<file path="config.mk">
export PLATFORM = sky130hd
export DESIGN_NAME = lru_page_frame_replacer_top
export DESIGN_NICKNAME = d
export VERILOG_FILES = /design/src/lpfr_pkg.sv /design/src/lpfr_cell.sv /design/src/lru_page_frame_replacer_top.sv
export SDC_FILE = /design/constraint.sdc
export NUM_CORES = 2
export LEC_CHECK = 0
export ABC_CLOCK_PERIOD_IN_PS = 4200
export BUFFER_PORTS_ARGS = -buffer_cell sky130_fd_sc_hd__buf_4
export CAP_MARGIN = 10
export CELL_PAD_IN_SITES_DETAIL_PLACEMENT = 1
export CELL_PAD_IN_SITES_GLOBAL_PLACEMENT = 1
export CORE_UTILIZATION = 25
export DETAILED_ROUTE_END_ITERATION = 8
export PLACE_DENSITY = 0.5
export SYNTH_ARGS = -nofsm -noshare
export SYNTH_HDL_FRONTEND = slang
export SYNTH_SLANG_ARGS = --single-unit
</file>
<file path="constraint.sdc">
create_clock -name clk -period 4.2 [get_ports clk]
set_clock_uncertainty 0.2 [all_clocks]
set_input_delay 0.21 -clock clk [delete_from_list [all_inputs] [get_ports clk]]
set_output_delay 0.21 -clock clk [all_outputs]
set_load 0.02 [all_outputs]
</file>
<file path="src/lpfr_pkg.sv">
package lpfr_pkg;

  typedef enum logic {
    ST_IDLE,
    ST_SEARCH
  } lpfr_state_t;

  // bits for a frame index or a recency rank, never below one
  function automatic int idx_bits(int frames);
    int w;
    w = $clog2(frames);
    return (w < 1) ? 1 : w;
  endfunction

endpackage

</file>
<file path="src/lpfr_cell.sv">
module lpfr_cell import lpfr_pkg::*; #(
  parameter int FRAMES    = 16,
  parameter int PAGE_BITS = 16,
  parameter int IDX       = 0
) (
  input  logic clk,
  input  logic rst_n,
  input  logic active,
  input  logic [PAGE_BITS-1:0] page,
  input  logic [5*idx_bits(FRAMES)+PAGE_BITS+3-1:0] tok_i,
  output logic [5*idx_bits(FRAMES)+PAGE_BITS+3-1:0] tok_o,
  input  logic [idx_bits(FRAMES)*2+PAGE_BITS+2-1:0] upd
);

  localparam int RW = idx_bits(FRAMES);
  localparam logic [RW-1:0] RANK_MAX = RW'(FRAMES - 1);
  localparam logic [RW-1:0] MY_IDX   = RW'(IDX);

  typedef struct packed {
    logic                 valid;
    logic                 hit;
    logic [RW-1:0]        hit_idx;
    logic [RW-1:0]        hit_rank;
    logic                 free;
    logic [RW-1:0]        free_idx;
    logic [RW-1:0]        max_rank;
    logic [RW-1:0]        max_idx;
    logic [PAGE_BITS-1:0] max_page;
  } tok_t;

  typedef struct packed {
    logic                 en;
    logic [RW-1:0]        idx;
    logic                 f_valid;
    logic [RW-1:0]        rank;
    logic [PAGE_BITS-1:0] page;
  } upd_t;

  tok_t tin, tok_r, tok_nxt;
  upd_t u;

  logic [PAGE_BITS-1:0] page_r, page_nxt;
  logic                 valid_r, valid_nxt;
  logic [RW-1:0]        rank_r, rank_nxt;

  assign tin   = tok_t'(tok_i);
  assign u     = upd_t'(upd);
  assign tok_o = tok_r;

  // fold this frame into the passing search token
  always_comb begin
    tok_nxt = tin;
    if (active && tin.valid) begin
      if (!tin.hit && valid_r && (page_r == page)) begin
        tok_nxt.hit      = 1'b1;
        tok_nxt.hit_idx  = MY_IDX;
        tok_nxt.hit_rank = rank_r;
      end
      if (!tin.free && !valid_r) begin
        tok_nxt.free     = 1'b1;
        tok_nxt.free_idx = MY_IDX;
      end
      if ((IDX == 0) || (rank_r > tin.max_rank)) begin
        tok_nxt.max_rank = rank_r;
        tok_nxt.max_idx  = MY_IDX;
        tok_nxt.max_page = page_r;
      end
    end
  end

  // load the chosen frame, age the younger ones (every valid one when the chosen frame was free)
  always_comb begin
    page_nxt  = page_r;
    valid_nxt = valid_r;
    rank_nxt  = rank_r;
    if (u.en && active) begin
      if (u.idx == MY_IDX) begin
        page_nxt  = u.page;
        valid_nxt = 1'b1;
        rank_nxt  = '0;
      end else if (valid_r && (!u.f_valid || (rank_r < u.rank)) && (rank_r != RANK_MAX)) begin
        rank_nxt = rank_r + RW'(1);
      end
    end
  end

  always_ff @(posedge clk) begin
    if (!rst_n) begin
      tok_r   <= '0;
      page_r  <= '0;
      valid_r <= 1'b0;
      rank_r  <= '0;
    end else begin
      tok_r   <= tok_nxt;
      page_r  <= page_nxt;
      valid_r <= valid_nxt;
      rank_r  <= rank_nxt;
    end
  end

endmodule

</file>
<file path="src/lru_page_frame_replacer_top.sv">
// channel   | ports                                   | handshake
// ----------+-----------------------------------------+-------------------------------
// request   | in_page_number                          | start high, busy low at edge
// result    | out_fault, out_frame_index,             | out_strobe high for one cycle
//           | out_evicted_valid, out_evicted_page,    |
//           | out_fault_count                         |
// config    | cfg_we, cfg_data (frames_in_use)        | written at edge with cfg_we
//
// a request's result strobe follows its accept once the token has passed every frame
// cell register; busy falls together with the strobe, so the next request is taken
// at the edge that ends the strobe cycle, and no new request is taken while one is
// in flight; the search token walks the frame cells one per cycle
// synchronous active-low reset frees every frame and clears the fault count
// the result receiver cannot stall: each result is shown for exactly one cycle
module lru_page_frame_replacer_top import lpfr_pkg::*; #(
  parameter int FRAMES    = 16,
  parameter int PAGE_BITS = 16
) (
  input  logic        clk,
  input  logic        rst_n,
  input  logic        start,
  output logic        busy,
  input  logic [15:0] in_page_number,
  output logic        out_strobe,
  output logic        out_fault,
  output logic [3:0]  out_frame_index,
  output logic        out_evicted_valid,
  output logic [15:0] out_evicted_page,
  output logic [15:0] out_fault_count,
  input  logic        cfg_we,
  input  logic [4:0]  cfg_data
);

  localparam int RW    = idx_bits(FRAMES);
  localparam int TOK_W = 5 * RW + PAGE_BITS + 3;
  localparam int UPD_W = 2 * RW + PAGE_BITS + 2;

  // search token, walks from frame 0 toward the last frame
  typedef struct packed {
    logic                 valid;
    logic                 hit;
    logic [RW-1:0]        hit_idx;
    logic [RW-1:0]        hit_rank;
    logic                 free;
    logic [RW-1:0]        free_idx;
    logic [RW-1:0]        max_rank;
    logic [RW-1:0]        max_idx;
    logic [PAGE_BITS-1:0] max_page;
  } tok_t;

  // broadcast update to every cell once the token is back
  typedef struct packed {
    logic                 en;
    logic [RW-1:0]        idx;
    logic                 f_valid;
    logic [RW-1:0]        rank;
    logic [PAGE_BITS-1:0] page;
  } upd_t;

  lpfr_state_t state_r, state_nxt;

  logic [4:0]           cfg_r, cfg_nxt;
  logic [PAGE_BITS-1:0] page_r, page_nxt;
  logic                 go_r, go_nxt;
  logic [15:0]          faults_r, faults_nxt;

  logic        strobe_r, strobe_nxt;
  logic        fault_r, fault_nxt;
  logic [3:0]  index_r, index_nxt;
  logic        ev_valid_r, ev_valid_nxt;
  logic [15:0] ev_page_r, ev_page_nxt;

  logic              accept;
  logic              done;
  logic [4:0]        n_act;
  logic [FRAMES-1:0] active;
  tok_t              seed, last;
  upd_t              upd;
  logic [RW-1:0]     f_idx;

  logic [TOK_W-1:0] tok_w [FRAMES+1];

  // ---------------------------------------------------------------------------
  // control fsm
  // ---------------------------------------------------------------------------
  always_comb begin
    state_nxt = state_r;
    case (state_r)
      ST_IDLE:   if (start) state_nxt = ST_SEARCH;
      ST_SEARCH: if (done) state_nxt = ST_IDLE;
      default:   state_nxt = ST_IDLE;
    endcase
  end

  always_comb begin
    case (state_r)
      ST_SEARCH: busy = 1'b1;
      default:   busy = 1'b0;
    endcase
  end

  assign accept = start && !busy;

  // ---------------------------------------------------------------------------
  // active frame count, zero acts as one, capped at the built count
  // ---------------------------------------------------------------------------
  always_comb begin
    if (cfg_r == 5'd0) begin
      n_act = 5'd1;
    end else if (int'(cfg_r) > FRAMES) begin
      n_act = 5'(FRAMES);
    end else begin
      n_act = cfg_r;
    end
  end

  always_comb begin
    for (int i = 0; i < FRAMES; i++) begin
      active[i] = (i < int'(n_act));
    end
  end

  // ---------------------------------------------------------------------------
  // request capture and token seed
  // ---------------------------------------------------------------------------
  assign cfg_nxt  = cfg_we ? cfg_data : cfg_r;
  assign page_nxt = accept ? PAGE_BITS'(in_page_number) : page_r;
  assign go_nxt   = accept;

  always_comb begin
    seed       = '0;
    seed.valid = go_r;
  end

  assign tok_w[0] = seed;

  genvar g;
  generate
    for (g = 0; g < FRAMES; g++) begin : g_cell
      lpfr_cell #(
        .FRAMES    (FRAMES),
        .PAGE_BITS (PAGE_BITS),
        .IDX       (g)
      ) u_cell (
        .clk    (clk),
        .rst_n  (rst_n),
        .active (active[g]),
        .page   (page_r),
        .tok_i  (tok_w[g]),
        .tok_o  (tok_w[g+1]),
        .upd    (UPD_W'(upd))
      );
    end
  endgenerate

  // ---------------------------------------------------------------------------
  // decision once the token leaves the last cell
  // ---------------------------------------------------------------------------
  assign last = tok_t'(tok_w[FRAMES]);
  assign done = last.valid;

  always_comb begin
    if (last.hit) begin
      f_idx = last.hit_idx;
    end else if (last.free) begin
      f_idx = last.free_idx;
    end else begin
      f_idx = last.max_idx;
    end
  end

  always_comb begin
    upd.en      = done;
    upd.idx     = f_idx;
    upd.page    = page_r;
    // a free frame ages every valid frame, otherwise only the younger ones
    upd.f_valid = last.hit || !last.free;
    upd.rank    = last.hit ? last.hit_rank : last.max_rank;
  end

  // fault counter saturates at all ones
  always_comb begin
    faults_nxt = faults_r;
    if (done && !last.hit && (faults_r != 16'hFFFF)) begin
      faults_nxt = faults_r + 16'd1;
    end
  end

  always_comb begin
    strobe_nxt   = done;
    fault_nxt    = fault_r;
    index_nxt    = index_r;
    ev_valid_nxt = ev_valid_r;
    ev_page_nxt  = ev_page_r;
    if (done) begin
      fault_nxt    = !last.hit;
      index_nxt    = 4'(f_idx);
      ev_valid_nxt = !last.hit && !last.free;
      ev_page_nxt  = (!last.hit && !last.free) ? 16'(last.max_page) : 16'd0;
    end
  end

  always_ff @(posedge clk) begin
    if (!rst_n) begin
      state_r  <= ST_IDLE;
      cfg_r    <= 5'd16;
      go_r     <= 1'b0;
      faults_r <= '0;
      strobe_r <= 1'b0;
    end else begin
      state_r  <= state_nxt;
      cfg_r    <= cfg_nxt;
      go_r     <= go_nxt;
      faults_r <= faults_nxt;
      strobe_r <= strobe_nxt;
    end
  end

  // result payload, no reset needed
  always_ff @(posedge clk) begin
    page_r     <= page_nxt;
    fault_r    <= fault_nxt;
    index_r    <= index_nxt;
    ev_valid_r <= ev_valid_nxt;
    ev_page_r  <= ev_page_nxt;
  end

  assign out_strobe        = strobe_r;
  assign out_fault         = fault_r;
  assign out_frame_index   = index_r;
  assign out_evicted_valid = ev_valid_r;
  assign out_evicted_page  = ev_page_r;
  assign out_fault_count   = faults_r;

endmodule

</file>
==> results.toml <==
[clock_network]
htreeDepth = 3
clockBufferDepth = 3
post_cts_buffers = 0
cts_tree = "built"
clkSinkCount = 977
cts_buffers = 114
clk_pin_slew_ns = 0.06
clock-root-buffer = "clkbuf_16"
clock_latency_ns = 0.77

[logic_synthesis]
synth_area_um2 = 40400
synth_edf_count = 38
synth-main-ff-cell = "dfxtp_1"
synth_nets = 4428
synth_cell_types = 77
yosys-top-cells-area = "dfxtp_1, mux2i_1, nor2_1"
yosys-top-cells-count = "dfxtp_1, nor2_1, mux2i_1"
ys_seq_area_share_pct = 49.4
syn_area_per_cell_um2 = 9.44
async_flop_share_pct = 0
ys_ff_latch = 977
synth_warnings = 0
synth_top_cell_by_area = "dfxtp_1"
synth_top_area_share_pct = 46.5
syn_inst = 4278
post-synth-top-count-cell = "dfxtp_1"

[global_routing]
grt.overflow.total = 0
first_global_vias = 31200
grt_max_degree = 121
grt_usage_pct = 16.6
antenna_found_initial = 5
grt_first_pass_wirelength_um = 204000

[timing]
slew_headroom_pct = 22.9
worst_pin_slew_ns = 1.15
setup_viol = 0
hold_viol_final = 0
max_freq_mhz = 267
drv_slew = 0
period_needed_ns = 3.74
fin_crit_sh_pct = 89.0
setup-tns-final_ns = 0
rsz0062_at_grt = "no"

[setup_path]
path_class = "register to register"
worstSetupEndpointType = "register"
path_max_fanout = 18
worstSetupStartpointType = "register"
cp.arrival_ns = 4.17
cp.required_ns = 4.63

[die]
die_area_um2 = 163000
coreArea_um2 = 161000
chipWidth_um = 404
initial_utilization_pct = 25.2
rows = 147
die_h_um = 404
ios = 65

[power]
leakagePower_nw = 19.1
powerDensity_nw_per_um2 = 432
vdd_ir_drop_max_mv = 0.352

[layout]
antenna_cells = 0
area_delta_synth_final_pct = 19.1
fin_nets = 4503
fin_util_pct = 30.0
drive_above_1_share_pct = 9.92

[placement]
dpl.hpwl_um = 96300
port_buffers = 64
place_congestion = 0.786

[hold_path]
holdCritPathClass = "input port to register"

[detailed_routing]
dr.first_iter.drc_count = 1583
drt-total-wl_um = 136000
first_pass_iters = 6
viasPerCell = 4.56
dr_total_vias = 30100
drc = 0
drtAntennaViolNets = 0
routedWlPerCell_um = 20.6

[flow_run]
maxCapViolations = 0

[status]
status = "complete, no violations"
==> placed cells by master (no fill, tap or decap), types with 12 or more instances in the layout <==
master | synthesis | final
nand4_1 | 53 | 53
inv_1 | 118 | 117
clkbuf_8 | 0 | 23
clkinv_2 | 0 | 22
xor2_1 | 165 | 165
a21oi_1 | 215 | 211
ha_1 | 125 | 125
mux2i_1 | 486 | 483
nor3_1 | 34 | 34
buf_4 | 15 | 175
o211ai_1 | 16 | 16
edfxtp_1 | 38 | 38
dlygate4sd3_1 | 0 | 39
nor3b_1 | 13 | 13
and2_1 | 55 | 55
clkbuf_1 | 152 | 22
o21ai_0 | 43 | 43
bufinv_16 | 0 | 15
clkbuf_16 | 0 | 116
or3_1 | 12 | 12
xnor2_1 | 108 | 108
nor2_1 | 781 | 781
dfxtp_1 | 939 | 938
nand4b_1 | 12 | 12
buf_12 | 0 | 16
and3_1 | 48 | 48
o21a_1 | 29 | 29
nor4_1 | 57 | 56
nand3_1 | 75 | 75
nand2_1 | 373 | 373
nor2b_1 | 28 | 26
a31oi_1 | 13 | 13
==> flip-flops by register name (all words and copies together) (netlist names), 4 cells and up <==
| register | flops |
|---|---|
| g_cell.u_cell.page_r | 256 |
| page_r | 16 |
| g_cell.u_cell.rank_r | 64 |
| g_cell.u_cell.tok_o | 579 |
| g_cell.u_cell.valid_r | 16 |
| out_evicted_page | 16 |
| cfg_r | 5 |
| out_fault_count | 16 |
| out_frame_index | 4 |
==> metrics by stage <==
| step | power, W | instances | worst slack, ns | cell area, um2 | hold slack (ns) |
|---|---|---|---|---|---|
| finish | 0.0208 | 6607 | 0.461 | 48100 | 0.0572 |
| global route | 0.0215 | 6607 | 0.421 | 48100 | 0.0238 |
| CTS | 0.0211 | 6607 | 0.585 | 48100 | 0.00359 |
| detailed placement | 0.0103 | 6358 | 0.539 | 43600 | 0.190 |
| global placement | 0.0103 | 6358 | 0.562 | 43600 | 0.189 |
| floorplan | 0.00995 | 4278 | 0.849 | 40400 | 0.109 |
==> where the power goes <==
group,internal (W),switching (W),total [W]
Sequential,0.00934,0.0000627,0.00941
Combinational,0.000205,0.000459,0.000664
Clock,0.00643,0.00430,0.0107
==> layer usage <==
| metal | global-route usage, % | wire (um) | share of wire, % | vias up |
|---|---|---|---|---|
| met5 | 0 | 0 | 0 | - |
| met4 | 3.87 | 2690 | 2.0 | 0 |
| met3 | 2.44 | 4350 | 3.2 | 148 |
| met2 | 25.0 | 57800 | 42 | 397 |
| met1 | 24.7 | 71400 | 52 | 15000 |
| li1 | - | - | - | 14600 |
==> kinds of logic (layout without fill, tap and decap cells) <==
| kind of cell | Yosys count | count (layout) | share of synthesized area [%] |
|---|---|---|---|
| adder cells (fa/ha/maj) | 125 | 125 | 3.87 |
| XOR/XNOR | 273 | 273 | 5.92 |
| multiplexers | 490 | 490 | 12.2 |
| flip-flops | 977 | 977 | 49.4 |
| AO/OA/AOI/OAI | 418 | 418 | 6.44 |
| AND/OR/NAND/NOR | 1602 | 1602 | 18.0 |
| buffers and inverters | 393 | 562 | 4.22 |
==> worst max-delay path, cell delays in order, from the launching register on <==
cell,delay [ns]
dfxtp_1,0.88
or2_2,0.29
nand3_1,0.35
or4_1,0.77
nor4_4,0.81
mux2i_1,0.28
nor2_1,0.05
==> layout make-up <==
class	instances	area, um2
clock buffer	161	3300
clock inverter	49	771
fill	18300	112000
inverter	122	465
multi-input combinational	2908	18900
sequential	977	19900
tap	2160	2700
timing repair buffer	230	2020
==> repair_timing <==
action | CTS | global route
endpoints found under the hold margin | 62 | 0
gates resized for setup | 0 | 0
hold buffers | 39 | 0
setup endpoints to repair | 0 | 0
==> final timing paths <==
check | startpoint | end | slack [ns] | cells past startpoint
max | cfg_r[3]$_SDFFE_PN0P_ | g_cell[8].u_cell.tok_o[31]$_SDFF_PN0_ | 0.46 | 6
min | in_page_number[9] | page_r[9]$_DFFE_PP_ | 0.06 | 2
max reg2reg | cfg_r[3]$_SDFFE_PN0P_ | g_cell[8].u_cell.tok_o[31]$_SDFF_PN0_ | 0.46 | 6
min reg2reg | g_cell[2].u_cell.tok_o[16]$_SDFF_PN0_ | g_cell[3].u_cell.tok_o[16]$_SDFF_PN0_ | 0.20 | 2
No activity file was read; power rests on OpenSTA's default activity.
